**config.mk**
```make
export PLATFORM = sky130hd
export DESIGN_NAME = pdd_front
export DESIGN_NICKNAME = d
export VERILOG_FILES = /design/src/rtl/pdd_pkg.sv /design/src/rtl/pdd_front.sv
export SDC_FILE = /design/constraint.sdc
export NUM_CORES = 2
export LEC_CHECK = 0
export ABC_AREA = 0
export BUFFER_PORTS_ARGS = -buffer_cell sky130_fd_sc_hd__buf_2
export CAP_MARGIN = 0
export CORE_MARGIN = 2
export CORE_UTILIZATION = 40
export CTS_BUF_LIST = sky130_fd_sc_hd__clkbuf_4
export DETAILED_ROUTE_END_ITERATION = 12
export HOLD_SLACK_MARGIN = 0.05
export PLACE_DENSITY = 0.64
export SLEW_MARGIN = 20
export SYNTH_ARGS = -nofsm -noshare
export SYNTH_HDL_FRONTEND = slang
export SYNTH_SLANG_ARGS = --single-unit
```
**constraint.sdc**
```tcl
create_clock -name clk -period 14.3 [get_ports clk]
set_clock_uncertainty 0.15 [all_clocks]
set_input_delay 2.86 -clock clk [delete_from_list [all_inputs] [get_ports clk]]
set_output_delay 2.86 -clock clk [all_outputs]
set_load 0.01 [all_outputs]
```
**src/rtl/pdd_pkg.sv**
```systemverilog
`timescale 1ns / 1ps
`default_nettype none
// ----------------------------------------------------------------------------
// pdd_pkg: shared types and constants of the polyline distance decimator
// Widths of the vertex index, output ids, remap table entries and the
// decision record passed from the distance front end to the remap back end.
// ----------------------------------------------------------------------------
package pdd_pkg;

  // source point table
  localparam int MAX_POINTS = 4096;
  localparam int IDX_W      = $clog2(MAX_POINTS);

  // compacted output ids, counter saturates at the id limit
  localparam int ID_W   = 12;
  localparam int NEXT_W = ID_W + 1;
  localparam logic [NEXT_W-1:0] ID_LIMIT = NEXT_W'(4096);

  // set epoch stored next to each remap entry in place of a seen flag
  localparam int EPOCH_W = 10;

  // distance arithmetic: 16-bit magnitudes, exact squares
  localparam int SMOOTH_W = 16;
  localparam int SQ_W     = 2 * SMOOTH_W;
  localparam int SUM_W    = SQ_W + 2;

  // decoupling queue between front and back
  localparam int Q_DEPTH = 4;
  localparam int QPTR_W  = $clog2(Q_DEPTH);
  localparam int QCNT_W  = QPTR_W + 1;

  // result channel payload
  localparam int OUT_DATA_W = ((ID_W + 7) / 8) * 8;

  typedef struct packed {
    logic             new_set;
    logic             line_end;
    logic             keep;
    logic [IDX_W-1:0] idx;
  } dec_item_t;

  typedef struct packed {
    logic [EPOCH_W-1:0] epoch;
    logic [ID_W-1:0]    id;
  } remap_ent_t;

endpackage
`default_nettype wire

```
**src/rtl/pdd_front.sv**
```systemverilog
`timescale 1ns / 1ps
`default_nettype none
// ----------------------------------------------------------------------------
// pdd_front: keep decision for incoming vertices
// Two stages: differences and squares against the two possible last kept
// vertices, then sum, compare with the squared length and select.
// ----------------------------------------------------------------------------
module pdd_front #(
  parameter int COORD_BITS = 16
) (
  input  wire logic                           clk,
  input  wire logic                           rst_n,
  input  wire logic                           in_valid,
  output logic                                in_ready,
  input  wire logic                           in_new_set,
  input  wire logic                           in_first,
  input  wire logic                           in_last,
  input  wire logic [pdd_pkg::IDX_W-1:0]      in_idx,
  input  wire logic signed [COORD_BITS-1:0]   in_x,
  input  wire logic signed [COORD_BITS-1:0]   in_y,
  input  wire logic signed [COORD_BITS-1:0]   in_z,
  input  wire logic [pdd_pkg::SQ_W-1:0]       len2,
  input  wire logic                           q_full,
  output logic                                push_valid,
  output pdd_pkg::dec_item_t                  push_item
);
  import pdd_pkg::*;

  localparam int DW = COORD_BITS + 1;

  logic                         adv;
  logic                         accept;

  // stage a: accepted vertex
  logic                         a_valid_r;
  logic                         a_new_set_r;
  logic                         a_first_r;
  logic                         a_last_r;
  logic [IDX_W-1:0]             a_idx_r;
  logic signed [COORD_BITS-1:0] a_crd_r [3];

  // stage b: squares against both candidates
  logic                         b_valid_r;
  logic                         b_new_set_r;
  logic                         b_first_r;
  logic                         b_last_r;
  logic [IDX_W-1:0]             b_idx_r;
  logic signed [COORD_BITS-1:0] b_crd_r [3];
  logic [SQ_W-1:0]              b_sq0_r [3];
  logic [SQ_W-1:0]              b_sq1_r [3];
  logic [2:0]                   b_big0_r;
  logic [2:0]                   b_big1_r;
  logic                         b_use_c1_r;

  // last kept vertex, final for everything older than stage b
  logic signed [COORD_BITS-1:0] prev_r [3];

  logic [SQ_W-1:0]              sq0 [3];
  logic [SQ_W-1:0]              sq1 [3];
  logic [2:0]                   big0;
  logic [2:0]                   big1;
  logic [SUM_W-1:0]             sum0;
  logic [SUM_W-1:0]             sum1;
  logic                         far0;
  logic                         far1;
  logic                         b_keep;

  assign adv      = !(b_valid_r && q_full);
  assign in_ready = adv;
  assign accept   = in_valid && adv;

  // candidate 0: committed last kept vertex, candidate 1: vertex in stage b
  for (genvar k = 0; k < 3; k++) begin : g_axis
    logic signed [DW-1:0] d0;
    logic signed [DW-1:0] d1;
    logic [DW-1:0]        m0;
    logic [DW-1:0]        m1;
    logic [32:0]          e0;
    logic [32:0]          e1;

    assign d0 = {a_crd_r[k][COORD_BITS-1], a_crd_r[k]} -
                {prev_r[k][COORD_BITS-1], prev_r[k]};
    assign d1 = {a_crd_r[k][COORD_BITS-1], a_crd_r[k]} -
                {b_crd_r[k][COORD_BITS-1], b_crd_r[k]};
    assign m0 = d0[DW-1] ? DW'(-d0) : DW'(d0);
    assign m1 = d1[DW-1] ? DW'(-d1) : DW'(d1);
    assign e0 = 33'(m0);
    assign e1 = 33'(m1);
    // a gap of 65536 or more is always far enough
    assign big0[k] = |e0[32:16];
    assign big1[k] = |e1[32:16];
    assign sq0[k]  = e0[15:0] * e0[15:0];
    assign sq1[k]  = e1[15:0] * e1[15:0];
  end

  always_comb begin
    sum0   = SUM_W'(b_sq0_r[0]) + SUM_W'(b_sq0_r[1]) + SUM_W'(b_sq0_r[2]);
    sum1   = SUM_W'(b_sq1_r[0]) + SUM_W'(b_sq1_r[1]) + SUM_W'(b_sq1_r[2]);
    far0   = (|b_big0_r) || (sum0 >= SUM_W'(len2));
    far1   = (|b_big1_r) || (sum1 >= SUM_W'(len2));
    b_keep = b_first_r || b_last_r || (b_use_c1_r ? far1 : far0);
  end

  assign push_valid         = b_valid_r && adv;
  assign push_item.new_set  = b_new_set_r;
  assign push_item.line_end = b_last_r;
  assign push_item.keep     = b_keep;
  assign push_item.idx      = b_idx_r;

  always_ff @(posedge clk) begin
    if (!rst_n) begin
      a_valid_r  <= 1'b0;
      b_valid_r  <= 1'b0;
      b_use_c1_r <= 1'b0;
      for (int k = 0; k < 3; k++) begin
        prev_r[k] <= '0;
      end
    end else if (adv) begin
      a_valid_r  <= accept;
      b_valid_r  <= a_valid_r;
      // the item entering b compares against the one leaving b if that was kept
      b_use_c1_r <= b_valid_r && b_keep;
      if (b_valid_r && b_keep) begin
        for (int k = 0; k < 3; k++) begin
          prev_r[k] <= b_crd_r[k];
        end
      end
    end
  end

  always_ff @(posedge clk) begin
    if (accept) begin
      a_new_set_r <= in_new_set;
      a_first_r   <= in_first;
      a_last_r    <= in_last;
      a_idx_r     <= in_idx;
      a_crd_r[0]  <= in_x;
      a_crd_r[1]  <= in_y;
      a_crd_r[2]  <= in_z;
    end
    if (adv) begin
      b_new_set_r <= a_new_set_r;
      b_first_r   <= a_first_r;
      b_last_r    <= a_last_r;
      b_idx_r     <= a_idx_r;
      b_big0_r    <= big0;
      b_big1_r    <= big1;
      for (int k = 0; k < 3; k++) begin
        b_crd_r[k] <= a_crd_r[k];
        b_sq0_r[k] <= sq0[k];
        b_sq1_r[k] <= sq1[k];
      end
    end
  end

  // line ends always become the new reference vertex
  a_end_moves_prev: assert property (@(posedge clk) disable iff (!rst_n)
    (adv && b_valid_r && (b_first_r || b_last_r)) |=>
      (prev_r[0] == $past(b_crd_r[0]) && prev_r[1] == $past(b_crd_r[1]) &&
       prev_r[2] == $past(b_crd_r[2])))
    else $error("line end vertex did not update reference");

  // the reference only moves when a kept vertex leaves stage b
  a_prev_hold: assert property (@(posedge clk) disable iff (!rst_n)
    !(adv && b_valid_r && b_keep) |=>
      ($stable(prev_r[0]) && $stable(prev_r[1]) && $stable(prev_r[2])))
    else $error("reference vertex moved without a kept vertex");

endmodule
`default_nettype wire

```
==> flow_results.org <==
** Die
- Number of core rows :: 149
- I/O pin cnt :: 116
- Starting density of the core :: 40.1%
- In this run the standard cell core region covers 164000 µm².
- The floorplan step defined a die boundary enclosing 168000 µm².
- Die X-Extent :: 410 µm
- Die H :: 410 µm

** Clock network
- Post-CTS repair timing setup buffer count :: 0
- The clock reaches the later pin of the worst-skew pair after 1.04 ns.
- Total of hold buffers inserted after clock tree synthesis :: 0
- Clock slew seen by the registers of the worst setup and hold paths :: 0.08 ns
- CTS H-Tree Depth :: 3
- Gates resized during post-CTS repair numbered 0.
- Sink count of the clock tree :: 369
- CTS Buf Count :: 99
- TritonCTS clock tree :: done
- Clock tree synthesis selected as its root buffer the cell clkbuf_4.
- Max clock buf depth :: 3

** Yosys
- Most used DFF post-synth :: edfxtp_1
- Unique masters post-synth :: 93
- The most common cell in the synthesized netlist is inv_1.
- Cell area after synthesis :: 66000 µm²
- Cell count after synthesis :: 6947
- Cell type with the highest aggregate area in the netlist :: fa_1
- Register area share after synthesis :: 16.7%
- Post-synthesis area per instance :: 9.50 µm²
- For this run, the number of Yosys warnings is 0.
- Most instantiated cells after synthesis :: inv_1, fa_1, ha_1
- The top cell type by area accounts for 31.7% of the synthesized area.
- The synthesized design contains 366 enable-type register cells.
- Cells taking the most area after synthesis :: fa_1, edfxtp_1, ha_1
- Synthesis inferred 369 register bits.
- FFs w/ async S/R, synth :: 0%

** Cells and area
- Cells fill 43.1% of the core in the end.
- Area overhead of the layout relative to synthesis :: 7.27%
- Net count, final :: 9080
- Share of layout cells above drive strength 1 :: 5.99%
- Number of fill cells in the layout :: 15990

** Drt
- Routed wire length on met2 :: 76500 µm
- Average wire per cell in the routed design :: 17.5 µm
- Max Used Layer :: met5
- Detailed routing inserted a total of 48019 vias.
- Dividing the detail-routed via count by the number of cells gives 5.10.
- Routed met3 length :: 11100 µm
- First-pass detailed-route iteration total :: 6
- Count of unresolved DRC violations after routing :: 0
- For this block, wires on met1 add up to 71800 µm.
- Once detail routing completed, the nets flagged for antenna violations numbered 0.
- Final WL :: 165000 µm
- Number of DRC violations after detailed-routing iteration 0 :: 3149

** Worst setup path
- Slowest library cell on the worst path :: xor2_1
- Crit path required time :: 14.94 ns
- CP Capture Type :: flop
- Most prevalent standard cell on the critical path :: fa_1
- Data arrival at the endpoint of the critical path :: 11.71 ns
- CP max FO :: 10
- STA classifies the critical path startpoint as a flop.
- The critical path is of the flop to flop type.
- Highest cell delay on the worst timing path :: 0.87 ns

** STA
- Setup tns final :: 0 ns
- The final critical path takes up 77.4% of the cycle.
- In this run the tightest slew margin relative to its limit is 22.6%.
- Setup repair after global routing left no endpoint under its margin.
- The total count of hold-check failures in the final report came to 0.
- Static timing analysis puts the maximum clock frequency at 0.0903 GHz.
- Final Hold Slack :: 0.266 ns
- Final critical-path required period :: 11.07 ns
- Actual slew at the worst max-slew pin :: 1.15 ns
- Setup violations remaining at the end of the flow were counted as 0.
- Number of pins with negative max-slew slack in the final report :: 0

** Global routing
- Global routing consumed, over all layers together, 20.0% of the routing resources.
- The first global-routing pass estimated 266000 µm of wire.
- Vias in the first global route :: 50002
- The total overflow left after global routing is 0.
- Entering global routing, the biggest net connects 154 pins.
- The number of antenna violations at the first check in global routing came to 5.

** Job
- The tool flagged a number of max-cap violations equal to 0.

** Run status
- Result of the run :: finished, final reports clean

** Place
- The wire-length estimate of the detail-placed layout is 138000 µm.
- Routability-driven placement finished with a final weighted congestion of 0.951.
- Number of input and output port buffers inserted :: 115

** Min path
- The path class of the tightest hold or removal check is flop to flop.
==> cell usage in the layout, fill, tap and decap left out, types with 45 or more instances in the layout <==
master    netlist  routed
inv_1        1578    1578
fa_1         1046    1046
ha_1          798     798
nor2_1        592     592
nand2_1       488     485
edfxtp_1      366     366
a21oi_1       258     258
xnor2_1       254     250
a21o_1        178     178
o21ai_0       153     153
xor2_1        153     152
clkbuf_4        0     133
nor3_1        124     124
buf_2          13     115
nand2b_1       85      85
buf_4           3      75
o21a_1         61      61
nand3_1        58      58
nor2b_1        57      57
clkinv_1       24      45
==> worst max-delay path, delay by kind of cell (launching register included) <==
family                     cells  cell delay (ns)
AOI/OAI and AO/OA             10             2.90
buffers and inverters          7             1.09
adders and majority gates      9             3.84
and+or+nand+nor                9             1.43
xor gates and xnor gates       2             1.10
DFF                            1             0.39
==> metrics by stage <==
| step | instance area, µm² | cells | worst slack, ns |
|---|---|---|---|
| CTS | 70800 | 9401 | 3.23 |
| floorplan | 66000 | 6951 | 2.98 |
| detailed placement | 69500 | 9225 | 3.34 |
| global route | 70800 | 9406 | 2.48 |
| global placement | 69500 | 9225 | 3.46 |
| finish | 70800 | 9407 | 3.23 |
==> final timing paths <==
| check | from | to | slack [ns] | depth (start not counted) |
|---|---|---|---|---|
| min | a_first_r | b_first_r | 0.27 | 0 |
| max reg2reg | a_crd_r[0][32] | b_sq0_r[0][95] | 3.23 | 37 |
| min reg2reg | a_first_r | b_first_r | 0.27 | 0 |
| max | a_crd_r[0][32] | b_sq0_r[0][95] | 3.23 | 37 |
==> state kept, by name, indices dropped and copies added (netlist names) <==
| register | flops |
|---|---|
| b_new_set_r | 1 |
| a_idx_r | 12 |
| b_crd_r | 48 |
| prev_r | 48 |
| b_big1_r | 3 |
| a_last_r | 1 |
| b_sq0_r | 93 |
| b_sq1_r | 93 |
| a_first_r | 1 |
| b_last_r | 1 |
| b_valid_r | 1 |
| b_first_r | 1 |
| b_idx_r | 12 |
| b_big0_r | 3 |
| a_crd_r | 48 |
| a_valid_r | 1 |
| a_new_set_r | 1 |
| b_use_c1_r | 1 |
==> cells by family after synthesis <==
family	share of synthesized area, %
adder cells (fa/ha/maj)	46.9
buffers and inverters	9.83
AND/OR/NAND/NOR	11.3
AO/OA/AOI/OAI	9.55
XOR/XNOR	5.54
flip-flops	16.7
multiplexers	0.163
other	0.0114
==> final cells by class <==
type                            count  area, µm²  share of cell area [%]
Multi-Input combinational cell   4861      48500                    68.6
Tap cell                         2189       2740                    3.87
Sequential cell                   369      11100                    15.6
Timing Repair Buffer              192       1170                    1.65
Clock buffer                      133        998                    1.41
Antenna cell                        6       15.0                  0.0212
Inverter                         1614       6060                    8.56
Clock inverter                     43        235                   0.332
==> metal layers <==
metal,global-route usage [%],vias to the layer above
li1,-,22630
met1,27.3,23778
met2,32.1,1376
met3,3.37,231
met4,6.73,4
met5,0,-
Power is not shown: default switching activity piles up to over one toggle a cycle in this logic, so the estimate is an artifact.
