**src/rtl/pdd_pkg.sv**
```systemverilog
`timescale 1ns / 1ps
`default_nettype none
// ----------------------------------------------------------------------------
// pdd_pkg: shared types and constants of the polyline distance decimator
// Widths of the vertex index, output ids, remap table entries and the
// decision record passed from the distance front end to the remap back end.
// ----------------------------------------------------------------------------
package pdd_pkg;

  // source point table
  localparam int MAX_POINTS = 4096;
  localparam int IDX_W      = $clog2(MAX_POINTS);

  // compacted output ids, counter saturates at the id limit
  localparam int ID_W   = 12;
  localparam int NEXT_W = ID_W + 1;
  localparam logic [NEXT_W-1:0] ID_LIMIT = NEXT_W'(4096);

  // set epoch stored next to each remap entry in place of a seen flag
  localparam int EPOCH_W = 10;

  // distance arithmetic: 16-bit magnitudes, exact squares
  localparam int SMOOTH_W = 16;
  localparam int SQ_W     = 2 * SMOOTH_W;
  localparam int SUM_W    = SQ_W + 2;

  // decoupling queue between front and back
  localparam int Q_DEPTH = 4;
  localparam int QPTR_W  = $clog2(Q_DEPTH);
  localparam int QCNT_W  = QPTR_W + 1;

  // result channel payload
  localparam int OUT_DATA_W = ((ID_W + 7) / 8) * 8;

  typedef struct packed {
    logic             new_set;
    logic             line_end;
    logic             keep;
    logic [IDX_W-1:0] idx;
  } dec_item_t;

  typedef struct packed {
    logic [EPOCH_W-1:0] epoch;
    logic [ID_W-1:0]    id;
  } remap_ent_t;

endpackage
`default_nettype wire

```
**src/rtl/pdd_queue.sv**
```systemverilog
`timescale 1ns / 1ps
`default_nettype none
// ----------------------------------------------------------------------------
// pdd_queue: decision queue
// Small register fifo that lets the front end and the remap back end stall
// independently.
// ----------------------------------------------------------------------------
module pdd_queue (
  input  wire logic               clk,
  input  wire logic               rst_n,
  input  wire logic               push_valid,
  input  pdd_pkg::dec_item_t      push_item,
  output logic                    full,
  output logic                    pop_valid,
  output pdd_pkg::dec_item_t      pop_item,
  input  wire logic               pop
);
  import pdd_pkg::*;

  dec_item_t         slot_r [Q_DEPTH];
  logic [QPTR_W-1:0] wr_ptr_r;
  logic [QPTR_W-1:0] rd_ptr_r;
  logic [QCNT_W-1:0] count_r;
  logic              do_push;
  logic              do_pop;

  assign full      = (count_r == QCNT_W'(Q_DEPTH));
  assign pop_valid = (count_r != '0);
  assign pop_item  = slot_r[rd_ptr_r];
  assign do_push   = push_valid && !full;
  assign do_pop    = pop && pop_valid;

  always_ff @(posedge clk) begin
    if (!rst_n) begin
      wr_ptr_r <= '0;
      rd_ptr_r <= '0;
      count_r  <= '0;
    end else begin
      if (do_push) begin
        wr_ptr_r <= wr_ptr_r + QPTR_W'(1);
      end
      if (do_pop) begin
        rd_ptr_r <= rd_ptr_r + QPTR_W'(1);
      end
      case ({do_push, do_pop})
        2'b10:   count_r <= count_r + QCNT_W'(1);
        2'b01:   count_r <= count_r - QCNT_W'(1);
        default: count_r <= count_r;
      endcase
    end
  end

  always_ff @(posedge clk) begin
    if (do_push) begin
      slot_r[wr_ptr_r] <= push_item;
    end
  end

  a_no_overflow: assert property (@(posedge clk) disable iff (!rst_n)
    push_valid |-> (count_r < QCNT_W'(Q_DEPTH)))
    else $error("decision pushed into a full queue");

endmodule
`default_nettype wire

```
**config.mk**
```make
export PLATFORM = sky130hd
export DESIGN_NAME = pdd_queue
export DESIGN_NICKNAME = d
export VERILOG_FILES = /design/src/rtl/pdd_pkg.sv /design/src/rtl/pdd_queue.sv
export SDC_FILE = /design/constraint.sdc
export NUM_CORES = 1
export LEC_CHECK = 0
export BUFFER_PORTS_ARGS = -buffer_cell sky130_fd_sc_hd__buf_2
export CORE_MARGIN = 2
export CORE_UTILIZATION = 40
export CTS_CLUSTER_SIZE = 25
export DETAILED_ROUTE_END_ITERATION = 8
export PLACE_DENSITY = 0.63
export SLEW_MARGIN = 20
export SYNTH_ARGS = -nofsm -noshare
export SYNTH_HDL_FRONTEND = slang
export SYNTH_SLANG_ARGS = --single-unit
```
**constraint.sdc**
```tcl
create_clock -name clk -period 5.36 [get_ports clk]
set_clock_uncertainty 0.2 [all_clocks]
set_input_delay 0.536 -clock clk [delete_from_list [all_inputs] [get_ports clk]]
set_output_delay 0.536 -clock clk [all_outputs]
set_load 0.01 [all_outputs]
```
==> results of run 1 <==
-- flip-flops by register name, summed over array words and instances (netlist names), named ones only --
signal    count
wr_ptr_r      2
count_r       3
rd_ptr_r      2
slot_r       60
-- final cells by class --
cell class              instances  area share
clock inverters                 4      0.0231
clock buffers                  12      0.0463
inverters                       6     0.00718
repair buffers                 35      0.0558
well taps                      77      0.0307
multi-input cells              50       0.205
flip-flops and latches         69       0.632
-- path summary, 6_finish.rpt --
path                            cells after the start                       end  slack (ps)                      from
worst max register to register                      9   count_r[2]$_SDFFE_PN0P_        2960   count_r[2]$_SDFFE_PN0P_
worst min register to register                      2  wr_ptr_r[0]$_SDFFE_PN0P_         310  wr_ptr_r[0]$_SDFFE_PN0P_
worst min-delay path                                1    slot_r[0][6]$_DFFE_PP_         210              push_item[6]
worst max-delay path                                2              pop_item[13]        2500                      flop
-- through the flow --
stage	setup WS, ps	utilization	std cells	hold slack, ps	cell area (sq um)
finish	2500	0.488	253	213	3140
global route	2320	0.488	253	201	3140
CTS	2410	0.488	253	193	3140
detailed placement	2780	0.455	237	301	2920
global placement	2820	0.455	237	279	2920
floorplan	3020	-	130	268	2700
-- synthesized netlist by cell type, drive strengths merged --
cell type / instances
a21boi: 1
edfxtp: 60
buf: 4
xnor2: 3
and2: 7
ha: 5
fa: 1
inv: 6
dfxtp: 9
or3: 2
xor2: 1
o31a: 1
mux4: 15
nand2: 5
clkbuf: 1
nor3b: 1
o21ai: 2
nor2b: 3
o311ai: 1
mux2i: 2
-- per-layer routing --
layer | share of wire | GRT usage | up-vias
met2 | 0.51 | 0.207 | 31
li1 | - | - | 595
met1 | 0.41 | 0.153 | 634
met4 | 0.026 | 0.0924 | 0
met3 | 0.045 | 0.0414 | 9
met5 | 0 | 0 | -
-- power groups by stage --
stage / logic, mW / registers, mW / clock network [mW]
global route: 0.333 / 0.730 / 0.489
detailed placement: 0.308 / 0.731 / 0
CTS: 0.309 / 0.720 / 0.464
finish: 0.300 / 0.716 / 0.451
global placement: 0.296 / 0.725 / 0
floorplan: 0.262 / 0.685 / 0
-- placed cells by master, fill, tap and decap left out, drive strengths merged --
master	count
nor3b	1
and2	7
dfxtp	9
mux2i	2
o311ai	1
inv	6
buf	35
edfxtp	60
o21ai	2
fa	1
clkinvlp	1
xnor2	3
o31a	1
xor2	1
clkinv	1
bufinv	2
or3	2
nor2b	3
a21boi	1
ha	5
clkbuf	12
nand2	5
mux4	15
-- logic make-up (layout without fill, tap and decap cells) --
family                   after synthesis  after routing  share of synthesized area
XOR/XNOR                               4              4                     0.0130
AO/OA/AOI/OAI                          5              5                     0.0158
buffers and inverters                 11             57                     0.0273
adder cells (fa/ha/maj)                6              6                     0.0306
flip-flops                            69             69                      0.734
multiplexers                          17             17                      0.140
AND/OR/NAND/NOR                       18             18                     0.0394
==> out/results.ini, run 1 <==
[outcome]
outcome=complete, no violations

[detailed_routing]
wl_microns=4220
drc=0
viasPerCell=5.02
wire_per_inst_microns=16.7
firstDrtPassIters=4
vias=1269
drtAntennaViolNets=0
first_iter_violations=83

[setup_path]
cp_data_arrival_time_ps=2130
crit_buf_inv=1
path_cells=mux4_1 > buf_2
max_stage_delay_ps=970
crit_family=flip-flops
critPathMaxFanout=15
critPathLaunchType=flop
slowest_stage=dfxtp_1
required_ps=4620
worstSetupPathType=reg -> out
critPathCaptureType=output pin

[power_and_ir_drop]
power.total_mw=1.47
ir_drop_v=0.000141
seqPwrFrac=0.488
combinationalPowerShare=0.205
p_switching_mw=0.376
clkPwrFrac=0.308
leakagePower_nw=1.09
p_int_mw=1.09
p_sw_frac=0.256
power_density_mw_per_mm2=468

[finish]
fill_cells=520
ff_latch_area_sq_mm=0.00198
area_growth_syn_to_layout_pct=16.2
antenna_cells=0
multi_input_area_sq_um=643
final_nets=196
layout-drive-gt1-share=0.347

[placed_design]
io_buffers=35
routabilityCongestion=0.656
hpwl_microns=2740

[worst_hold_path]
hp-class=in -> reg

[global_routing]
gr-total-overflow=0
grt_pass1_wl_microns=6990
grt.total_usage=0.132
grt_pass1_vias=1436
grt_start_max_net_pins=16
antenna_found_initial=0

[clock_tree]
cts_root_buf=clkbuf_8
max-clock-path-buffers=2
clock_latency_ps=330
ctsHoldBuffers=0
post_cts_buffers=0
cts_tree=done
cts_made_buffers=9
cts.clk_slew.worst_paths_ps=70
cts-htree-levels=3
cts_resized=0
clock-sinks=69

[synthesis]
ys_ff_latch=69
synth.area.top_cells=edfxtp_1 (67%), mux4_2 (8.3%), dfxtp_1 (6.7%)
synth_cell_type_count=23
synth_area_leader_cell=edfxtp_1
synth.avg_cell_area_sq_um=20.8
syn_inst=130
syn_nets=155
ys_warn_count=0
yosysSeqAreaShare=0.734
synth_top_area_frac=0.668
synth_area_sq_mm=0.00270

[sta]
setup_tns_ps=0
final_max_slew_viol_count=0
rsz0062_at_grt=false
setup_viol=0
max_clock_freq_mhz=349
period_needed_ps=2860
finalCritPeriodShare=0.534
max-slew-margin-rel=0.341
hold_viol_final=0
worstMarginPinSlew_ps=987

[floorplan]
core_sq_mm=0.00642
die_w_microns=86.1
row_count=29
dieArea_sq_mm=0.00742
initial_core_util=0.420
ioPinCount=36
dieHeight_microns=86.1

[flow_run]
maxCapViolations=0

No activity file was read; power rests on OpenSTA's default activity.
==> run 2, diff against run 1 <==
- PLACE_DENSITY: 0.63 -> 0.65
- clock period: 5.36 -> 2.6 ns (I/O delays scaled with it)
==> run 2 against run 1 <==
Effect of this change:
- combinational power increased by 140%
- critical path type is now reg -> reg
- setup slack got worse by 2300 ps
- core utilization increased by 2.4 points
- cell area increased by 5.0%
- die area unchanged
- clock power increased by 76%
- critical path depth increased by 7
==> out/results.ini, run 2 (synthesis gave the netlist of run 1 again) <==
[outcome]
outcome=complete, no violations  ; unchanged

[setup_path]
path_cells=nor3b_2 > nor2b_2 > inv_1 > ha_1 > inv_1 > fa_1 > xor2_1 > or3_1 > a21boi_0  ; was mux4_1 > buf_2
max_stage_delay_ps=390  ; was 970 ps
cp_data_arrival_time_ps=2450  ; was 2130 ps
crit_family=simple AND/OR/NAND/NOR gates  ; was flip-flops
required_ps=2650  ; was 4620 ps
critPathCaptureType=flop  ; was output pin
cp.depth=9  ; was 2
critPathLaunch=count_r[1]$_SDFFE_PN0P_
critPathLaunchType=flop  ; unchanged
slowest_stage=fa_1  ; was dfxtp_1
worstSetupPathType=reg -> reg  ; was reg -> out
critPathMaxFanout=7  ; was 15
rr_startpoint=count_r[1]$_SDFFE_PN0P_  ; was count_r[2]$_SDFFE_PN0P_
crit_top_cell=inv_1
r2r_cells=9  ; unchanged
crit_buf_inv=2  ; was 1

[finish]
regMostFlops=slot_r  ; unchanged
final_cell_area_sq_mm=0.00329  ; was 0.00314 sq mm
area_growth_syn_to_layout_pct=22.0  ; was 16.2%
antenna_cells=0  ; unchanged
final_cell_mix=edfxtp_1 (60), buf_2 (35), dlygate4sd3_1 (15)  ; was edfxtp_1 (60), buf_2 (35), mux4_2 (10), clkbuf_8 (10), dfxtp_1 (9)
reg.largest.list=slot_r x60, count_r x3  ; unchanged
largest_reg_flops=60  ; unchanged
final_common_cell=edfxtp_1  ; unchanged
final_nets=216  ; was 196
fill_cells=511  ; was 520
layout-drive-gt1-share=0.342  ; was 0.347

[clock_tree]
cts_made_buffers=9  ; unchanged
cts.clk_slew.worst_paths_ps=70  ; about the same
clock-sinks=69  ; unchanged
cts_root_buf=clkbuf_8  ; unchanged
clock_latency_ps=320  ; was 330 ps
max-clock-path-buffers=2  ; unchanged
cts_tree=done  ; unchanged
cts-htree-levels=3  ; unchanged

[sta]
setup_viol=0  ; unchanged
max_clock_freq_mhz=416
worstMarginPinSlew_ps=737  ; was 987 ps
setup_tns_ps=0  ; unchanged
rsz0062_at_grt=false  ; unchanged
period_needed_ps=2410
final_max_slew_viol_count=0  ; unchanged
max-slew-margin-rel=0.508  ; was 0.341
hold_viol_final=0  ; unchanged
finalCritPeriodShare=0.925

[worst_hold_path]
holdPathStages=2  ; was 1
hold_start=rst_n  ; was push_item[6]
hp-class=in -> reg  ; unchanged

[floorplan]
core_sq_mm=0.00642  ; unchanged
dieArea_sq_mm=0.00742  ; unchanged
ioPinCount=36  ; unchanged
die_w_microns=86.1  ; unchanged
initial_core_util=0.420  ; unchanged
row_count=29  ; unchanged
dieHeight_microns=86.1  ; unchanged

[power_and_ir_drop]
power_density_mw_per_mm2=894  ; was 468 mW/mm^2
ir_drop_v=0.000370  ; was 0.000141 V
leakagePower_nw=1.17  ; was 1.09 nW

[placed_design]
hpwl_microns=3000  ; was 2740 microns
io_buffers=35  ; unchanged
routabilityCongestion=0.667  ; was 0.656
placed_area_sq_mm=0.00296  ; was 0.00292 sq mm

[detailed_routing]
wl_microns=4450  ; was 4220 microns
wire_per_inst_microns=16.3  ; was 16.7 microns
first_iter_violations=39  ; was 83
drtAntennaViolNets=0  ; unchanged
firstDrtPassIters=3  ; was 4
vias=1348  ; was 1,269
drc=0  ; unchanged
viasPerCell=4.94  ; was 5.02

[global_routing]
gr-total-overflow=0  ; unchanged
grt_pass1_vias=1495  ; was 1,436
grt.total_usage=0.130  ; was 0.132
antenna_found_initial=0  ; unchanged
grt_pass1_wl_microns=7000  ; was 6990 microns
grt_start_max_net_pins=16  ; unchanged

[flow_run]
maxCapViolations=0  ; unchanged

==> run 2: path summary, 6_finish.rpt <==
check | to | slack (ps)
max | count_r[2]$_SDFFE_PN0P_ | 190
min | count_r[2]$_SDFFE_PN0P_ | 60
min reg2reg | wr_ptr_r[1]$_SDFFE_PN0P_ | 310
max reg2reg | count_r[2]$_SDFFE_PN0P_ | 190
==> run 2: cell type report <==
type / instances / area [sq um] / share of cell area
clock buffer: 11 / 131 / 0.0399
sequential: 69 / 1980 / 0.602
multi-input combinational: 50 / 646 / 0.196
timing repair buffer: 55 / 363 / 0.110
inverter: 6 / 22.5 / 0.00684
clock inverter: 5 / 51.3 / 0.0156
tap: 77 / 96.3 / 0.0293
==> run 2: repair_timing <==
action                                  in CTS  in global routing
endpoints found under the hold margin       60                  0
endpoints found under the setup margin       0                  1
gates resized for setup                      0                  2
hold buffers                                15                  0
setup buffers                                0                  0
==> run 2: per-layer routing <==
metal | share of wire | vias to the layer above | GRT usage
li1 | - | 633 | -
met1 | 0.40 | 683 | 0.144
met2 | 0.55 | 28 | 0.230
met3 | 0.036 | 4 | 0.0404
met4 | 0.0076 | 0 | 0.0519
met5 | 0 | - | 0
==> run 2: stage by stage <==
| step | power (mW) | hold slack [ps] | utilization | instances | worst slack (ps) |
|---|---|---|---|---|---|
| after detailed placement | 2.17 | 282 | 0.460 | 242 | 127 |
| after floorplan | 1.95 | 159 | - | 130 | 262 |
| after CTS | 2.99 | 51.6 | 0.512 | 273 | 108 |
| final | 2.94 | 59.5 | 0.513 | 273 | 194 |
| after global placement | 2.13 | 270 | 0.460 | 242 | 360 |
| after global routing | 3.09 | 63.9 | 0.513 | 273 | 74.7 |
==> run 2: report_power, final <==
group	switching [mW]	internal, mW	leakage [nW]
sequential	0.0735	1.34	0.625
clock	0.355	0.437	0.0907
combinational	0.356	0.377	0.454
total	0.784	2.16	1.17
